<file path="config.mk">
export PLATFORM = sky130hd
export DESIGN_NAME = escaped_varint_decoder_top_flat
export DESIGN_NICKNAME = d
export VERILOG_FILES = /design/src/rtl/evd_pkg.sv /design/src/rtl/evd_in_if.sv /design/src/rtl/evd_out_if.sv /design/src/rtl/evd_cfg.sv /design/src/rtl/evd_core.sv /design/src/rtl/evd_skid.sv /design/src/rtl/escaped_varint_decoder_top.sv /design/src/flat_wrapper.sv
export SDC_FILE = /design/constraint.sdc
export NUM_CORES = 1
export LEC_CHECK = 0
export BUFFER_PORTS_ARGS = -buffer_cell sky130_fd_sc_hd__buf_2
export CORE_MARGIN = 5
export CORE_UTILIZATION = 60
export CTS_CLUSTER_SIZE = 30
export DETAILED_ROUTE_END_ITERATION = 10
export MAX_ROUTING_LAYER = met4
export PLACE_DENSITY = 0.82
export REMOVE_ABC_BUFFERS = 1
export SLEW_MARGIN = 20
export SYNTH_ARGS = -nofsm -noshare
export SYNTH_HDL_FRONTEND = slang
export SYNTH_HIERARCHICAL = 1
export SYNTH_SLANG_ARGS = --single-unit
</file>
<file path="constraint.sdc">
create_clock -name i_clk -period 14.62 [get_ports i_clk]
set_clock_uncertainty 0.1 [all_clocks]
set_input_delay 0.731 -clock i_clk [delete_from_list [all_inputs] [get_ports i_clk]]
set_output_delay 0.731 -clock i_clk [all_outputs]
set_load 0.03 [all_outputs]
</file>
<file path="src/rtl/evd_pkg.sv">
package evd_pkg;

    localparam int unsigned BYTE_W  = 8;
    localparam int unsigned VALUE_W = 32;
    localparam int unsigned COUNT_W = 16;
    localparam int unsigned LEFT_W  = 3;

    localparam int unsigned APB_DATA_W = 32;
    localparam int unsigned APB_ADDR_W = 3;

    // register byte addresses
    localparam logic [APB_ADDR_W-1:0] ADDR_MAX_VALUES = 3'd0;

    localparam logic [COUNT_W-1:0] MAX_VALUES_RST = 16'd128;

    // escape codes
    localparam logic [BYTE_W-1:0] ESC_BYTE  = 8'd255;
    localparam logic [BYTE_W-1:0] ESC_ZERO  = 8'd1;
    localparam logic [BYTE_W-1:0] ESC_SHORT = 8'd254;
    localparam logic [BYTE_W-1:0] ESC_LONG  = 8'd253;
    localparam logic [BYTE_W-1:0] TERM_BYTE = 8'd0;

    localparam logic [LEFT_W-1:0] SHORT_BYTES = 3'd2;
    localparam logic [LEFT_W-1:0] LONG_BYTES  = 3'd4;

    typedef struct packed {
        logic [VALUE_W-1:0] value;
        logic               is_end;
        logic [COUNT_W-1:0] value_count;
        logic               bad_escape;
    } t_result;

endpackage

</file>
<file path="src/rtl/evd_in_if.sv">
interface evd_in_if;
    import evd_pkg::*;

    logic              valid;
    logic              ready;
    logic [BYTE_W-1:0] code_byte;

    modport source (output valid, output code_byte, input ready);
    modport sink (input valid, input code_byte, output ready);
endinterface

</file>
<file path="src/rtl/evd_out_if.sv">
interface evd_out_if;
    import evd_pkg::*;

    logic               valid;
    logic               ready;
    logic [VALUE_W-1:0] value;
    logic               is_end;
    logic [COUNT_W-1:0] value_count;
    logic               bad_escape;

    modport source (output valid, output value, output is_end, output value_count,
                    output bad_escape, input ready);
    modport sink (input valid, input value, input is_end, input value_count,
                  input bad_escape, output ready);
endinterface

</file>
<file path="src/rtl/evd_cfg.sv">
module evd_cfg (
    input  logic                               i_clk,
    input  logic                               i_rst_n,
    input  logic                               psel,
    input  logic                               penable,
    input  logic                               pwrite,
    input  logic [evd_pkg::APB_ADDR_W-1:0]     paddr,
    input  logic [evd_pkg::APB_DATA_W-1:0]     pwdata,
    output logic [evd_pkg::APB_DATA_W-1:0]     prdata,
    output logic                               pready,
    output logic [evd_pkg::COUNT_W-1:0]        o_max_values
);
    import evd_pkg::*;

    logic [COUNT_W-1:0] r_max_values;
    logic               wr_en;

    assign pready = 1'b1;
    assign wr_en  = psel && penable && pwrite && (paddr == ADDR_MAX_VALUES);

    always_ff @(posedge i_clk) begin
        if (!i_rst_n) begin
            r_max_values <= MAX_VALUES_RST;
        end else if (wr_en) begin
            r_max_values <= pwdata[COUNT_W-1:0];
        end
    end

    always_comb begin
        prdata = '0;
        if (paddr == ADDR_MAX_VALUES) begin
            prdata = {{(APB_DATA_W-COUNT_W){1'b0}}, r_max_values};
        end
    end

    assign o_max_values = r_max_values;

endmodule

</file>
<file path="src/rtl/evd_core.sv">
module evd_core (
    input  logic                         i_clk,
    input  logic                         i_rst_n,
    input  logic                         i_accept,
    input  logic [evd_pkg::BYTE_W-1:0]   i_code_byte,
    input  logic [evd_pkg::COUNT_W-1:0]  i_max_values,
    output logic                         o_has_result,
    output evd_pkg::t_result             o_result
);
    import evd_pkg::*;

    typedef enum logic [2:0] {
        PH_BOUNDARY  = 3'd0,
        PH_TOP_ESC   = 3'd1,
        PH_MULTI     = 3'd2,
        PH_MULTI_ESC = 3'd3,
        PH_DISCARD   = 3'd4
    } t_phase;

    t_phase             r_phase, n_phase;
    logic [VALUE_W-1:0] r_acc, n_acc;
    logic [LEFT_W-1:0]  r_left, n_left;
    logic [COUNT_W-1:0] r_count, n_count;
    logic               r_err, n_err;

    logic               emit, fin, shift;
    logic [VALUE_W-1:0] emit_val;
    logic [BYTE_W-1:0]  shift_b;
    logic [VALUE_W-1:0] sh_acc;
    logic [LEFT_W-1:0]  sh_left;
    t_result            res;

    assign sh_acc  = {r_acc[VALUE_W-BYTE_W-1:0], shift_b};
    assign sh_left = r_left - 1'b1;

    always_comb begin
        n_phase  = r_phase;
        n_acc    = r_acc;
        n_left   = r_left;
        n_count  = r_count;
        n_err    = r_err;
        emit     = 1'b0;
        emit_val = '0;
        fin      = 1'b0;
        shift    = 1'b0;
        shift_b  = '0;
        res      = '0;

        case (r_phase)
            PH_BOUNDARY: begin
                if (i_code_byte == TERM_BYTE) begin
                    fin = 1'b1;
                end else if (r_count >= i_max_values) begin
                    n_phase = PH_DISCARD;
                end else if (i_code_byte == ESC_BYTE) begin
                    n_phase = PH_TOP_ESC;
                end else begin
                    emit     = 1'b1;
                    emit_val = {{(VALUE_W-BYTE_W){1'b0}}, i_code_byte};
                end
            end
            PH_TOP_ESC: begin
                if (i_code_byte == ESC_BYTE) begin
                    emit     = 1'b1;
                    emit_val = {{(VALUE_W-BYTE_W){1'b0}}, ESC_BYTE};
                end else if (i_code_byte == ESC_ZERO) begin
                    emit = 1'b1;
                end else if (i_code_byte inside {ESC_SHORT, ESC_LONG}) begin
                    n_acc   = '0;
                    n_left  = (i_code_byte == ESC_SHORT) ? SHORT_BYTES : LONG_BYTES;
                    n_phase = PH_MULTI;
                end else begin
                    n_err = 1'b1;
                    emit  = 1'b1;
                end
            end
            PH_MULTI: begin
                if (i_code_byte == ESC_BYTE) begin
                    n_phase = PH_MULTI_ESC;
                end else begin
                    shift   = 1'b1;
                    shift_b = i_code_byte;
                end
            end
            PH_MULTI_ESC: begin
                shift = 1'b1;
                if (i_code_byte == ESC_BYTE) begin
                    shift_b = ESC_BYTE;
                end else if (i_code_byte != ESC_ZERO) begin
                    // unknown code inside an integer contributes a zero byte
                    n_err = 1'b1;
                end
            end
            PH_DISCARD: begin
                if (i_code_byte == TERM_BYTE) begin
                    fin = 1'b1;
                end
            end
            default: begin
                n_phase = PH_BOUNDARY;
            end
        endcase

        if (shift) begin
            if (sh_left == '0) begin
                emit     = 1'b1;
                emit_val = sh_acc;
            end else begin
                n_acc   = sh_acc;
                n_left  = sh_left;
                n_phase = PH_MULTI;
            end
        end

        if (emit) begin
            res.value       = emit_val - 1'b1;
            res.bad_escape  = n_err;
            n_count         = r_count + 1'b1;
            n_phase         = PH_BOUNDARY;
            n_acc           = '0;
            n_left          = '0;
        end

        if (fin) begin
            // flag reported before the message state clears
            res.is_end      = 1'b1;
            res.value_count = r_count;
            res.bad_escape  = n_err;
            n_phase         = PH_BOUNDARY;
            n_acc           = '0;
            n_left          = '0;
            n_count         = '0;
            n_err           = 1'b0;
        end
    end

    always_ff @(posedge i_clk) begin
        if (!i_rst_n) begin
            r_phase <= PH_BOUNDARY;
            r_acc   <= '0;
            r_left  <= '0;
            r_count <= '0;
            r_err   <= 1'b0;
        end else if (i_accept) begin
            r_phase <= n_phase;
            r_acc   <= n_acc;
            r_left  <= n_left;
            r_count <= n_count;
            r_err   <= n_err;
        end
    end

    assign o_has_result = i_accept && (emit || fin);
    assign o_result     = res;

    a_idle_state_clear: assert property (@(posedge i_clk) disable iff (!i_rst_n)
        (r_phase == PH_BOUNDARY || r_phase == PH_TOP_ESC || r_phase == PH_DISCARD)
        |-> (r_acc == '0 && r_left == '0))
        else $error("accumulator not clear outside an integer");

    a_multi_has_bytes: assert property (@(posedge i_clk) disable iff (!i_rst_n)
        (r_phase == PH_MULTI || r_phase == PH_MULTI_ESC) |-> (r_left != '0))
        else $error("integer phase with no bytes left");

    a_end_clears: assert property (@(posedge i_clk) disable iff (!i_rst_n)
        (o_has_result && o_result.is_end) |=> (r_count == '0 && !r_err))
        else $error("message state not cleared after end");

endmodule

</file>
<file path="src/rtl/evd_skid.sv">
module evd_skid (
    input  logic             i_clk,
    input  logic             i_rst_n,
    input  logic             i_push,
    input  evd_pkg::t_result i_result,
    output logic             o_ready,
    output logic             o_valid,
    input  logic             i_out_ready,
    output evd_pkg::t_result o_result
);
    import evd_pkg::*;

    logic    r_out_v, r_skid_v;
    t_result r_out, r_skid;
    logic    pop;

    assign pop     = r_out_v && i_out_ready;
    assign o_ready = !r_skid_v;
    assign o_valid = r_out_v;
    assign o_result = r_out;

    always_ff @(posedge i_clk) begin
        if (!i_rst_n) begin
            r_out_v  <= 1'b0;
            r_skid_v <= 1'b0;
        end else if (!r_out_v || pop) begin
            if (r_skid_v) begin
                r_out_v  <= 1'b1;
                r_skid_v <= 1'b0;
            end else begin
                r_out_v <= i_push;
            end
        end else if (i_push) begin
            r_skid_v <= 1'b1;
        end
    end

    always_ff @(posedge i_clk) begin
        if (!r_out_v || pop) begin
            if (r_skid_v) begin
                r_out <= r_skid;
            end else if (i_push) begin
                r_out <= i_result;
            end
        end else if (i_push) begin
            r_skid <= i_result;
        end
    end

    a_skid_behind_out: assert property (@(posedge i_clk) disable iff (!i_rst_n)
        r_skid_v |-> r_out_v)
        else $error("skid entry held with empty output register");

    a_no_push_when_full: assert property (@(posedge i_clk) disable iff (!i_rst_n)
        r_skid_v |-> !i_push)
        else $error("result pushed into full buffer");

    a_drain_empties: assert property (@(posedge i_clk) disable iff (!i_rst_n)
        (pop && !r_skid_v && !i_push) |=> !r_out_v)
        else $error("output register still valid after drain");

endmodule

</file>
<file path="src/rtl/escaped_varint_decoder_top.sv">
// Escaped variable-length integer decoder.
// Input channel i_in carries one encoded byte per transfer (code_byte).
// Output channel o_out carries one result per transfer: a decoded value
// (integer minus one, mod 2^32), or an end-of-message result with is_end
// set and value_count holding the number of values decoded in the message.
// bad_escape reports whether an unknown escape code has been seen in the
// current message. Bytes that only advance the decode produce no result.
// Throughput is one byte per cycle while i_in.ready is high; the byte state
// machine and the shift into the 32-bit accumulator are combinational.
// Results reach o_out through the output register, via the skid if it is full.
// A two-entry output buffer (output register plus skid) keeps i_in ready
// while one result waits; i_in.ready drops only once both entries are held,
// and recovers the cycle after the receiver takes a result.
// max_values is written over the APB port at address 0; write it only
// while the block is idle. Synchronous reset returns the decoder to a value
// boundary with an empty message and max_values at 128.
module escaped_varint_decoder_top (
    input  logic                            i_clk,
    input  logic                            i_rst_n,
    evd_in_if.sink                          i_in,
    evd_out_if.source                       o_out,
    input  logic                            psel,
    input  logic                            penable,
    input  logic                            pwrite,
    input  logic [evd_pkg::APB_ADDR_W-1:0]  paddr,
    input  logic [evd_pkg::APB_DATA_W-1:0]  pwdata,
    output logic [evd_pkg::APB_DATA_W-1:0]  prdata,
    output logic                            pready
);
    import evd_pkg::*;

    logic [COUNT_W-1:0] max_values;
    logic               accept;
    logic               in_ready;
    logic               has_result;
    t_result            core_res;
    t_result            out_res;

    assign i_in.ready = in_ready;
    assign accept     = i_in.valid && in_ready;

    evd_cfg u_cfg (
        .i_clk        (i_clk),
        .i_rst_n      (i_rst_n),
        .psel         (psel),
        .penable      (penable),
        .pwrite       (pwrite),
        .paddr        (paddr),
        .pwdata       (pwdata),
        .prdata       (prdata),
        .pready       (pready),
        .o_max_values (max_values)
    );

    evd_core u_core (
        .i_clk        (i_clk),
        .i_rst_n      (i_rst_n),
        .i_accept     (accept),
        .i_code_byte  (i_in.code_byte),
        .i_max_values (max_values),
        .o_has_result (has_result),
        .o_result     (core_res)
    );

    evd_skid u_skid (
        .i_clk       (i_clk),
        .i_rst_n     (i_rst_n),
        .i_push      (has_result),
        .i_result    (core_res),
        .o_ready     (in_ready),
        .o_valid     (o_out.valid),
        .i_out_ready (o_out.ready),
        .o_result    (out_res)
    );

    assign o_out.value       = out_res.value;
    assign o_out.is_end      = out_res.is_end;
    assign o_out.value_count = out_res.value_count;
    assign o_out.bad_escape  = out_res.bad_escape;

endmodule
</file>
<file path="src/flat_wrapper.sv">
// flat-port wrapper written by rule: the top's interface ports become plain ports
module escaped_varint_decoder_top_flat import evd_pkg::*;
  (i_clk, i_rst_n, psel, penable, pwrite, paddr, pwdata, prdata, pready, i_in_valid, i_in_code_byte, i_in_ready, o_out_valid, o_out_value, o_out_is_end, o_out_value_count, o_out_bad_escape, o_out_ready);
  evd_in_if i_in_i ();
  evd_out_if o_out_i ();
  input  logic i_clk;
  input  logic i_rst_n;
  input  logic psel;
  input  logic penable;
  input  logic pwrite;
  input  logic [evd_pkg::APB_ADDR_W-1:0] paddr;
  input  logic [evd_pkg::APB_DATA_W-1:0] pwdata;
  output logic [evd_pkg::APB_DATA_W-1:0] prdata;
  output logic pready;
  input wire logic [$bits(i_in_i.valid)-1:0] i_in_valid;
  input wire logic [$bits(i_in_i.code_byte)-1:0] i_in_code_byte;
  output wire logic [$bits(i_in_i.ready)-1:0] i_in_ready;
  output wire logic [$bits(o_out_i.valid)-1:0] o_out_valid;
  output wire logic [$bits(o_out_i.value)-1:0] o_out_value;
  output wire logic [$bits(o_out_i.is_end)-1:0] o_out_is_end;
  output wire logic [$bits(o_out_i.value_count)-1:0] o_out_value_count;
  output wire logic [$bits(o_out_i.bad_escape)-1:0] o_out_bad_escape;
  input wire logic [$bits(o_out_i.ready)-1:0] o_out_ready;
  assign i_in_i.valid = i_in_valid;
  assign i_in_i.code_byte = i_in_code_byte;
  assign i_in_ready = i_in_i.ready;
  assign o_out_valid = o_out_i.valid;
  assign o_out_value = o_out_i.value;
  assign o_out_is_end = o_out_i.is_end;
  assign o_out_value_count = o_out_i.value_count;
  assign o_out_bad_escape = o_out_i.bad_escape;
  assign o_out_i.ready = o_out_ready;
  escaped_varint_decoder_top u_core (.i_clk(i_clk), .i_rst_n(i_rst_n), .i_in(i_in_i), .o_out(o_out_i), .psel(psel), .penable(penable), .pwrite(pwrite), .paddr(paddr), .pwdata(pwdata), .prdata(prdata), .pready(pready));
endmodule
</file>
Word-level counts from Yosys, hierarchy flattened

Cells that the tools add are included.
Widths: inputs -> output; s select.

Logic and storage cells: 121
Bits in registers: 173
Input port bits: 50

Equal/unequal tests: 9
$lt $le $gt $ge: 1
Bitwise operators: 2
Mux-type cells: 67
Reductions and logical operators: 23
Add/subtract/negate cells: 3

Operators with widths:

| cell                  | count |
|---|---|
| $mux 32               | 11 |
| $mux 50               | 2 |
| $mux 3                | 20 |
| $mux 16               | 3 |
| $mux 8                | 6 |
| $pmux 8 s2            | 2 |
| $sub 32x1->32 const B | 1 |
| $eq 8x8->1 const B    | 3 |
| $mux 1                | 18 |
| $mux 18               | 1 |
| $add 16x1->16 const B | 1 |
| $ge 16x16->1          | 1 |
| $pmux 3 s4            | 1 |
| $logic_not 3->1       | 3 |
| $eq 8x1->1 const B    | 1 |
| $logic_not 8->1       | 1 |
| $ne 8x1->1 const B    | 1 |
| $eq 3x2->1 const B    | 2 |
| $logic_and 1x1->1     | 6 |
| $pmux 1 s2            | 3 |
| $reduce_and 2->1      | 3 |
| $reduce_bool 2->1     | 3 |
| $reduce_or 2->1       | 3 |
| $eq 3x1->1 const B    | 1 |
| 5 further kinds       | 8 |

Depth between registers and ports, before layout

Gate-level depths: netlist (run 1).

Depth in word-level cells: 12
Depth in mapped cells: 14
Mapped depth without buffers: 14

Modules after synthesis

Netlist (run 1), hierarchy kept.

By module, submodules not included:

| module                     | sequential area each (um2) | cells each | area each (um2) | times used |
|---|---|---|---|---|
| evd_skid                   | 3042.9                     | 165        | 3938.8          | 1 |
| evd_core                   | 940.9                      | 520        | 3895.0          | 1 |
| evd_cfg                    | 320.3                      | 108        | 928.4           | 1 |
| escaped_varint_decoder_top | 0.0                        | 1          | 6.3             | 1 |

Worst setup path before layout (run 1)

OpenSTA, ideal clock, no wires.

Kind: input -> register
Start point: input port i_in_code_byte[4]
End point: register u_core.u_skid.r_out, in the netlist u_core/u_skid/o_result[0] (enable)
Cell stages on the path: 11
Path buffers: 2
Required time: 14.062 ns
Setup time: 0.458 ns
Arrival: 4.741 ns
Setup slack: 9.320 ns
Path through: or3_4 or3_4 or3_1 buf_6 nor3_4 a211oi_2 buf_6 nand2b_1 inv_1 nor2_1 nor2_1

RTL lines:

| item                               | RTL line                         | text |
|---|---|---|
| start, declared                    | flat_wrapper.sv:16               | `input wire logic [$bits(i_in_i.code_byte)-1:0] i_in_code_byte;` |
| $logic_not 8->1                    | evd_core.sv:51, evd_core.sv:95   |  |
| $mux 1                             | evd_core.sv:51, evd_core.sv:95   |  |
| $mux 1                             | -                                |  |
| named net u_core.u_core.fin        | evd_core.sv:26                   | `logic emit, fin, shift;` |
| $logic_or 1x1->1                   | evd_core.sv:153                  | `assign o_has_result = i_accept && (emit \|\| fin);` |
| $logic_and 1x1->1                  | evd_core.sv:153                  |  |
| named net u_core.has_result        | escaped_varint_decoder_top.sv:35 | `logic has_result;` |
| $reduce_bool 2->1 (no source line) | -                                |  |
| $reduce_and 2->1 (no source line)  | -                                |  |
| end signal, assigned               | evd_skid.sv:41                   | `r_out <= r_skid;` |
| end signal, assigned               | evd_skid.sv:43                   | `r_out <= i_result;` |
| end, declared                      | evd_skid.sv:14                   | `t_result r_out, r_skid;` |

The timed path passes the listed nets, and every way through them passes these cells.
A chain may end at the register's enable or synchronous reset.

==> results.py, run 1 <==
metrics = {
    "placement": {
        "place.gp.congestion": 0.905,
        "portBuffers": 101,
        "placedCellCount": 1041,
        "dp.final_hpwl_um": 13200,
    },
    "detailed_routing": {
        "post_drt_wl_per_cell_um": 18.0,
        "post-route-drc-count": 0,
        "detailroute.via_count": 6430,
        "ant_nets": 0,
        "detail_route.iter0.violations": 696,
        "detail_route.wirelength_um": 19400,
        "drtPass1Iterations": 5,
        "vias_per_inst": 5.99,
    },
    "clock_network": {
        "clk_latency_ps": 430,
        "clkSinkCount": 165,
        "tritoncts": "yes",
        "cts_hold_buffers": 0,
        "cts_resized": 0,
        "clock_tree.root_cell": "sky130_fd_sc_hd__clkbuf_16",
        "cts.reportedPaths.clkPinSlew_ps": 60,
        "post-cts-setup-buffer-count": 0,
        "tritoncts.num_buffers": 17,
        "clock_buffer_depth": 2,
        "htree_num_levels": 4,
    },
    "timing": {
        "timing.fmax_mhz": 211,
        "fin_setup_tns_ps": 0,
        "max_slew.worst_pin.slew_ps": 971,
        "min_period_over_period_pct": 32.5,
        "setup_violations": 0,
        "layout_min_cycle_time_ps": 4740,
        "max-slew-margin-rel_pct": 35.3,
        "rsz0062_at_grt": "no",
        "timing_max_transition_violations_final": 0,
        "hold_viol_final": 0,
    },
    "outcome": {
        "run_status": "finished clean",
    },
    "yosys": {
        "synthMostInstantiatedCell": "sky130_fd_sc_hd__edfxtp_1",
        "synth_enable_flop_cells": 100,
        "synth_area_per_cell_um2": 11.0,
        "synth_commonest_cells": "sky130_fd_sc_hd__edfxtp_1, sky130_fd_sc_hd__nand2_1, sky130_fd_sc_hd__nor2_1",
        "synth-seq-cells": 165,
        "synth_flop_cell": "sky130_fd_sc_hd__edfxtp_1",
        "portion_of_synthesized_cell_area_occupied_by_the_leading_cell_type_pct": 34.2,
        "yosysSeqAreaShare_pct": 49.1,
        "synth_top_cells_by_area": "sky130_fd_sc_hd__edfxtp_1, sky130_fd_sc_hd__dfxtp_1, sky130_fd_sc_hd__mux2_4, sky130_fd_sc_hd__nand2_1, sky130_fd_sc_hd__nor2_1",
        "synthesis.area_mm2": 0.00877,
        "synth_cell_type_count": 74,
        "asyncSetResetFlopFracSynth_pct": 0,
        "library_cell_with_the_largest_summed_area_after_synthesis": "sky130_fd_sc_hd__edfxtp_1",
        "ys_warn_count": 6,
        "synth_cells": 794,
    },
    "die": {
        "die_w_um": 131,
        "dieHeight_um": 131,
        "initial_core_util_pct": 60.8,
        "floorplan.io_pins": 135,
        "floorplan.rows": 44,
        "core_area_mm2": 0.0144,
        "die_outline_area_mm2": 0.0171,
    },
    "setup_path": {
        "critical_path.endpoint_type": "flop",
        "category_of_the_worst_setup_path_launch_point": "flop",
        "cp.arrival_ps": 4820,
        "timing.setup.critical_path_class": "flop to flop",
        "worst_ep_required_time_ps": 14700,
        "crit_fanout": 10,
    },
    "layout": {
        "final-seq-area_mm2": 0.00431,
        "fraction_of_final_layout_cells_with_drive_strength_greater_than_1_pct": 25.8,
        "post-route-util_pct": 68.0,
        "multiInputGateArea_mm2": 0.00401,
        "layout.cells.non_filler": 1074,
        "area.growth.synth_to_final_pct": 11.9,
        "design.final.nets": 946,
        "layout.filler_cells": 1102,
    },
    "global_routing": {
        "globalRouteTotalUtil_pct": 23.7,
        "first_global_vias": 6015,
        "number_of_antenna_violations_at_the_first_check_in_global_routing": 1,
        "globalRoute.totalOverflow": 0,
        "wire_length_of_the_first_global_routing_pass_um": 31000,
        "grt_start_max_net_pins": 53,
    },
    "pwr": {
        "total_leakage_power_nw": 3.73,
        "vdd_drop_max_v": 0.0000776,
        "power.density_cell_area_mw_per_mm2": 110,
    },
    "hold_path": {
        "timing.hold.worst.class": "flop to flop",
    },
    "run": {
        "max-cap-violations": 0,
    },
}
## routing by layer
layer / global-route usage [%] / wire length (um) / up-vias
met5: - / 0 / -
met4: 7.26 / 266 / 0
met3: 4.59 / 1400 / 32
met2: 34.5 / 8920 / 282
met1: 33.8 / 8780 / 3058
li1: - / - / 3058
## cells in the final DEF (no fill, tap or decap), types with 14 or more instances in the layout
cell	instances
sky130_fd_sc_hd__buf_2	101
sky130_fd_sc_hd__and3_1	20
sky130_fd_sc_hd__nor2_1	72
sky130_fd_sc_hd__xnor2_1	19
sky130_fd_sc_hd__conb_1	17
sky130_fd_sc_hd__edfxtp_1	100
sky130_fd_sc_hd__mux2i_1	16
sky130_fd_sc_hd__nand3_1	14
sky130_fd_sc_hd__inv_1	24
sky130_fd_sc_hd__clkbuf_16	17
sky130_fd_sc_hd__nand2_1	74
sky130_fd_sc_hd__a22oi_1	14
sky130_fd_sc_hd__and2_1	14
sky130_fd_sc_hd__ha_1	20
sky130_fd_sc_hd__a21oi_1	32
sky130_fd_sc_hd__dfxtp_1	64
sky130_fd_sc_hd__mux2_4	48
sky130_fd_sc_hd__o21ai_0	22
## power breakdown
| part | switching [W] | internal [W] | leakage, nW |
|---|---|---|---|
| clock network | 0.000185 | 0.000287 | 0.312 |
| registers | 0.00000544 | 0.000511 | 1.43 |
| logic | 0.0000641 | 0.0000279 | 1.99 |
## area by class of cell
class / count / share of cell area (%)
tap: 184 / 2.35
sequential: 165 / 43.9
clock inverter: 15 / 2.05
antenna: 1 / 0.0255
clock buffer: 17 / 4.34
timing repair buffer: 106 / 5.54
multi-input combinational: 561 / 40.8
inverter: 25 / 0.957
## path summary, 6_finish.rpt
check                           startpoint                      endpoint  slack, ps  depth (start not counted)
max          u_core/u_cfg/o_max_values[14]    u_core/u_skid/o_result[40]       9880                         14
min           u_core/u_cfg/o_max_values[2]  u_core/u_cfg/o_max_values[2]        380                          2
max reg2reg  u_core/u_cfg/o_max_values[14]    u_core/u_skid/o_result[40]       9880                         14
min reg2reg   u_core/u_cfg/o_max_values[2]  u_core/u_cfg/o_max_values[2]        380                          2
## stage by stage
step	area [um^2]	total power (W)	setup slack, ps	hold slack [ps]
final	9810	0.00108	9880	375
after global placement	9170	0.000614	9780	356
after detailed placement	9170	0.000618	9730	368
after floorplan	8390	0.000589	9110	343
after global routing	9810	0.00112	9660	390
after CTS	9800	0.00109	9880	377
## kinds of logic after synthesis
| logic type | synth area share, % |
|---|---|
| AO/OA/AOI/OAI | 11.4 |
| multiplexers | 10.6 |
| adder cells (fa/ha/maj) | 2.85 |
| other | 0.0856 |
| flip-flops | 49.1 |
| AND/OR/NAND/NOR | 17.9 |
| XOR/XNOR | 2.10 |
| buffers and inverters | 6.05 |
## state kept, by name, summed over array words and instances, names as in the netlist
register,flops
u_core/u_core/r_left,3
u_core/u_skid/r_skid_v,1
u_core/u_skid/r_skid,50
u_core/u_core/r_phase,3
u_core/u_core/r_count,16
u_core/u_core/r_acc,24
u_core/u_cfg/o_max_values,16
u_core/u_core/r_err,1
u_core/u_skid/o_valid,1
u_core/u_skid/o_result,50
## worst max-delay path, cell delays in order, from the launching register on
cell and delay, ps:
sky130_fd_sc_hd__dfxtp_1 370, sky130_fd_sc_hd__inv_1 60, sky130_fd_sc_hd__ha_1 300, sky130_fd_sc_hd__nand4_1 140, sky130_fd_sc_hd__or3_1 410, sky130_fd_sc_hd__a311oi_1 520
sky130_fd_sc_hd__nor3_4 170, sky130_fd_sc_hd__a21o_1 310, sky130_fd_sc_hd__a21oi_1 230, sky130_fd_sc_hd__ha_1 240, sky130_fd_sc_hd__a21boi_1 300, sky130_fd_sc_hd__nand3b_2 230
sky130_fd_sc_hd__or4_1 530, sky130_fd_sc_hd__a32o_1 310, sky130_fd_sc_hd__mux2_4 270
Note: power is estimated with default switching activity, not from simulation.
==> run 2, diff against run 1 <==
--- a/config.mk
+++ b/config.mk
@@ -7,11 +7,11 @@
 export LEC_CHECK = 0
 export BUFFER_PORTS_ARGS = -buffer_cell sky130_fd_sc_hd__buf_2
 export CORE_MARGIN = 5
-export CORE_UTILIZATION = 60
+export CORE_UTILIZATION = 57
 export CTS_CLUSTER_SIZE = 30
 export DETAILED_ROUTE_END_ITERATION = 10
 export MAX_ROUTING_LAYER = met4
-export PLACE_DENSITY = 0.82
+export PLACE_DENSITY = 0.78
 export REMOVE_ABC_BUFFERS = 1
 export SLEW_MARGIN = 20
 export SYNTH_ARGS = -nofsm -noshare
==> constraint.sdc (replaced) <==
create_clock -name i_clk -period 4.9 [get_ports i_clk]
set_clock_uncertainty 0.1 [all_clocks]
set_input_delay 0.245 -clock i_clk [delete_from_list [all_inputs] [get_ports i_clk]]
set_output_delay 0.245 -clock i_clk [all_outputs]
set_load 0.03 [all_outputs]
==> results.py, run 2 (synthesis gave the netlist of run 1 again) <==
metrics = {
    "setup_path": {
        "cp.arrival_ps": 4570,
        "worst_ep_required_time_ps": 4980,
        "category_of_the_worst_setup_path_launch_point": "flop",
        "reg2reg_setup_slack_ps": 410,
        "critical_path.endpoint_type": "flop",
        "timing.setup.critical_path_class": "flop to flop",
        "crit_fanout": 10,
    },
    "placement": {
        "place.gp.congestion": 0.921,
        "dp.final_hpwl_um": 12800,
        "portBuffers": 101,
    },
    "timing": {
        "max-slew-margin-rel_pct": 39.1,
        "setup_violations": 0,
        "max_slew.worst_pin.slew_ps": 914,
        "layout_min_cycle_time_ps": 4490,
        "timing.fmax_mhz": 223,
        "hold_viol_final": 0,
        "fin_setup_tns_ps": 0,
        "timing_max_transition_violations_final": 0,
        "min_period_over_period_pct": 91.6,
        "rsz0062_at_grt": "no",
    },
    "detailed_routing": {
        "post_drt_wl_per_cell_um": 16.8,
        "post-route-drc-count": 0,
        "maxUsedRoutingLayer": "met4",
        "detailroute.via_count": 6485,
        "routed-wl-met3_um": 1280,
        "detail_route.wirelength_um": 18500,
        "drtPass1Iterations": 5,
        "routedLengthMet1_um": 8570,
        "met2_wirelength_um": 8300,
        "detail_route.iter0.violations": 707,
        "vias_per_inst": 5.90,
        "ant_nets": 0,
    },
    "clock_network": {
        "cts_hold_buffers": 15,
        "cts.reportedPaths.clkPinSlew_ps": 60,
        "tritoncts.num_buffers": 17,
        "clock_tree.root_cell": "sky130_fd_sc_hd__clkbuf_16",
        "post-cts-setup-buffer-count": 0,
        "htree_num_levels": 4,
        "clkSinkCount": 165,
        "clock_buffer_depth": 2,
        "tritoncts": "yes",
        "cts_resized": 0,
        "clk_latency_ps": 430,
    },
    "global_routing": {
        "globalRouteTotalUtil_pct": 21.3,
        "wire_length_of_the_first_global_routing_pass_um": 29800,
        "first_global_vias": 5869,
        "globalRoute.totalOverflow": 0,
        "grt_start_max_net_pins": 53,
        "number_of_antenna_violations_at_the_first_check_in_global_routing": 1,
    },
    "die": {
        "core_area_mm2": 0.0151,
        "initial_core_util_pct": 57.9,
        "floorplan.io_pins": 135,
        "dieHeight_um": 134,
        "die_w_um": 134,
        "die_outline_area_mm2": 0.0180,
        "floorplan.rows": 45,
    },
    "outcome": {
        "run_status": "finished clean",
    },
    "layout": {
        "fraction_of_final_layout_cells_with_drive_strength_greater_than_1_pct": 25.1,
        "design.final.nets": 968,
        "layout.cells.most_common_list": "sky130_fd_sc_hd__buf_2, sky130_fd_sc_hd__edfxtp_1, sky130_fd_sc_hd__nand2_1, sky130_fd_sc_hd__nor2_1, sky130_fd_sc_hd__dfxtp_1",
        "layout.filler_cells": 1174,
        "area.growth.synth_to_final_pct": 13.8,
        "post-route-util_pct": 65.9,
        "most_common_library_cell_in_the_layout_ignoring_fill_and_taps": "sky130_fd_sc_hd__buf_2",
    },
    "pwr": {
        "vdd_drop_max_v": 0.000258,
        "power.density_cell_area_mw_per_mm2": 314,
        "total_leakage_power_nw": 3.79,
    },
    "hold_path": {
        "timing.hold.worst.class": "input port to flop",
    },
    "run": {
        "max-cap-violations": 0,
    },
}
==> run 2: cell types whose count changed in the layout (fill, tap and decap cells not counted), moves of 2 or more <==
cell                            delta
sky130_fd_sc_hd__inv_6             -4
sky130_fd_sc_hd__clkinvlp_4        +4
sky130_fd_sc_hd__buf_4             +6
sky130_fd_sc_hd__dlygate4sd3_1    +15
sky130_fd_sc_hd__clkinv_4          -3
sky130_fd_sc_hd__clkbuf_1          +5
sky130_fd_sc_hd__clkinv_2          -2
==> run 2: power by group <==
part | switching (W) | internal (W) | total, W
Clock | 0.000510 | 0.000797 | 0.00131
Sequential | 0.0000135 | 0.00152 | 0.00154
Combinational | 0.000192 | 0.0000936 | 0.000285
Total | 0.000715 | 0.00241 | 0.00313
==> run 2: per-layer routing <==
metal | up-vias | GRT usage, %
met5 | - | -
met3 | 30 | 3.49
met2 | 269 | 31.4
met1 | 3089 | 29.9
met4 | 0 | 7.86
li1 | 3097 | -
==> run 2: worst paths after layout <==
check | from | depth (start not counted) | to
hold reg to reg | u_core/u_cfg/o_max_values[9] | 2 | u_core/u_cfg/o_max_values[9]
setup / recovery | u_core/u_cfg/o_max_values[14] | 14 | u_core/u_skid/o_result[40]
hold / removal | pwdata[7] | 3 | u_core/u_cfg/o_max_values[7]
setup reg to reg | u_core/u_cfg/o_max_values[14] | 14 | u_core/u_skid/o_result[40]
==> run 2: through the flow <==
| step | worst slack (ps) | hold slack (ps) | area, um^2 | std cells | total power (W) |
|---|---|---|---|---|---|
| 6_report | 410 | 23.6 | 9970 | 1100 | 0.00313 |
| 5_1_grt | 144 | 58.7 | 9970 | 1100 | 0.00323 |
| 4_1_cts | 465 | 15.3 | 9970 | 1099 | 0.00316 |
| 3_5_place_dp | 495 | 363 | 9240 | 1052 | 0.00184 |
| 3_3_place_gp | 565 | 355 | 9240 | 1052 | 0.00184 |
| 2_1_floorplan | -311 | 234 | 8390 | 751 | 0.00176 |
==> run 2: area by class of cell <==
type	instances	area (um^2)	share of cell area, %
tap	188	235	2.36
clock inverter	10	134	1.34
clock buffer	22	444	4.45
multi-input combinational	561	4000	40.1
inverter	25	93.8	0.941
sequential	165	4310	43.2
antenna	1	2.50	0.0251
timing repair buffer	128	758	7.60
==> run 2: worst max-delay path: stages, from the launching register on <==
cell	delay, ps
sky130_fd_sc_hd__dfxtp_1	350
sky130_fd_sc_hd__inv_1	60
sky130_fd_sc_hd__ha_1	300
sky130_fd_sc_hd__nand4_1	160
sky130_fd_sc_hd__or3_1	400
sky130_fd_sc_hd__a31oi_1	380
sky130_fd_sc_hd__nor3_4	150
sky130_fd_sc_hd__a21o_1	290
sky130_fd_sc_hd__a21oi_1	210
sky130_fd_sc_hd__ha_1	220
sky130_fd_sc_hd__a21boi_1	290
sky130_fd_sc_hd__nand3b_2	240
sky130_fd_sc_hd__or4_1	520
sky130_fd_sc_hd__a32o_1	290
sky130_fd_sc_hd__mux2_4	260
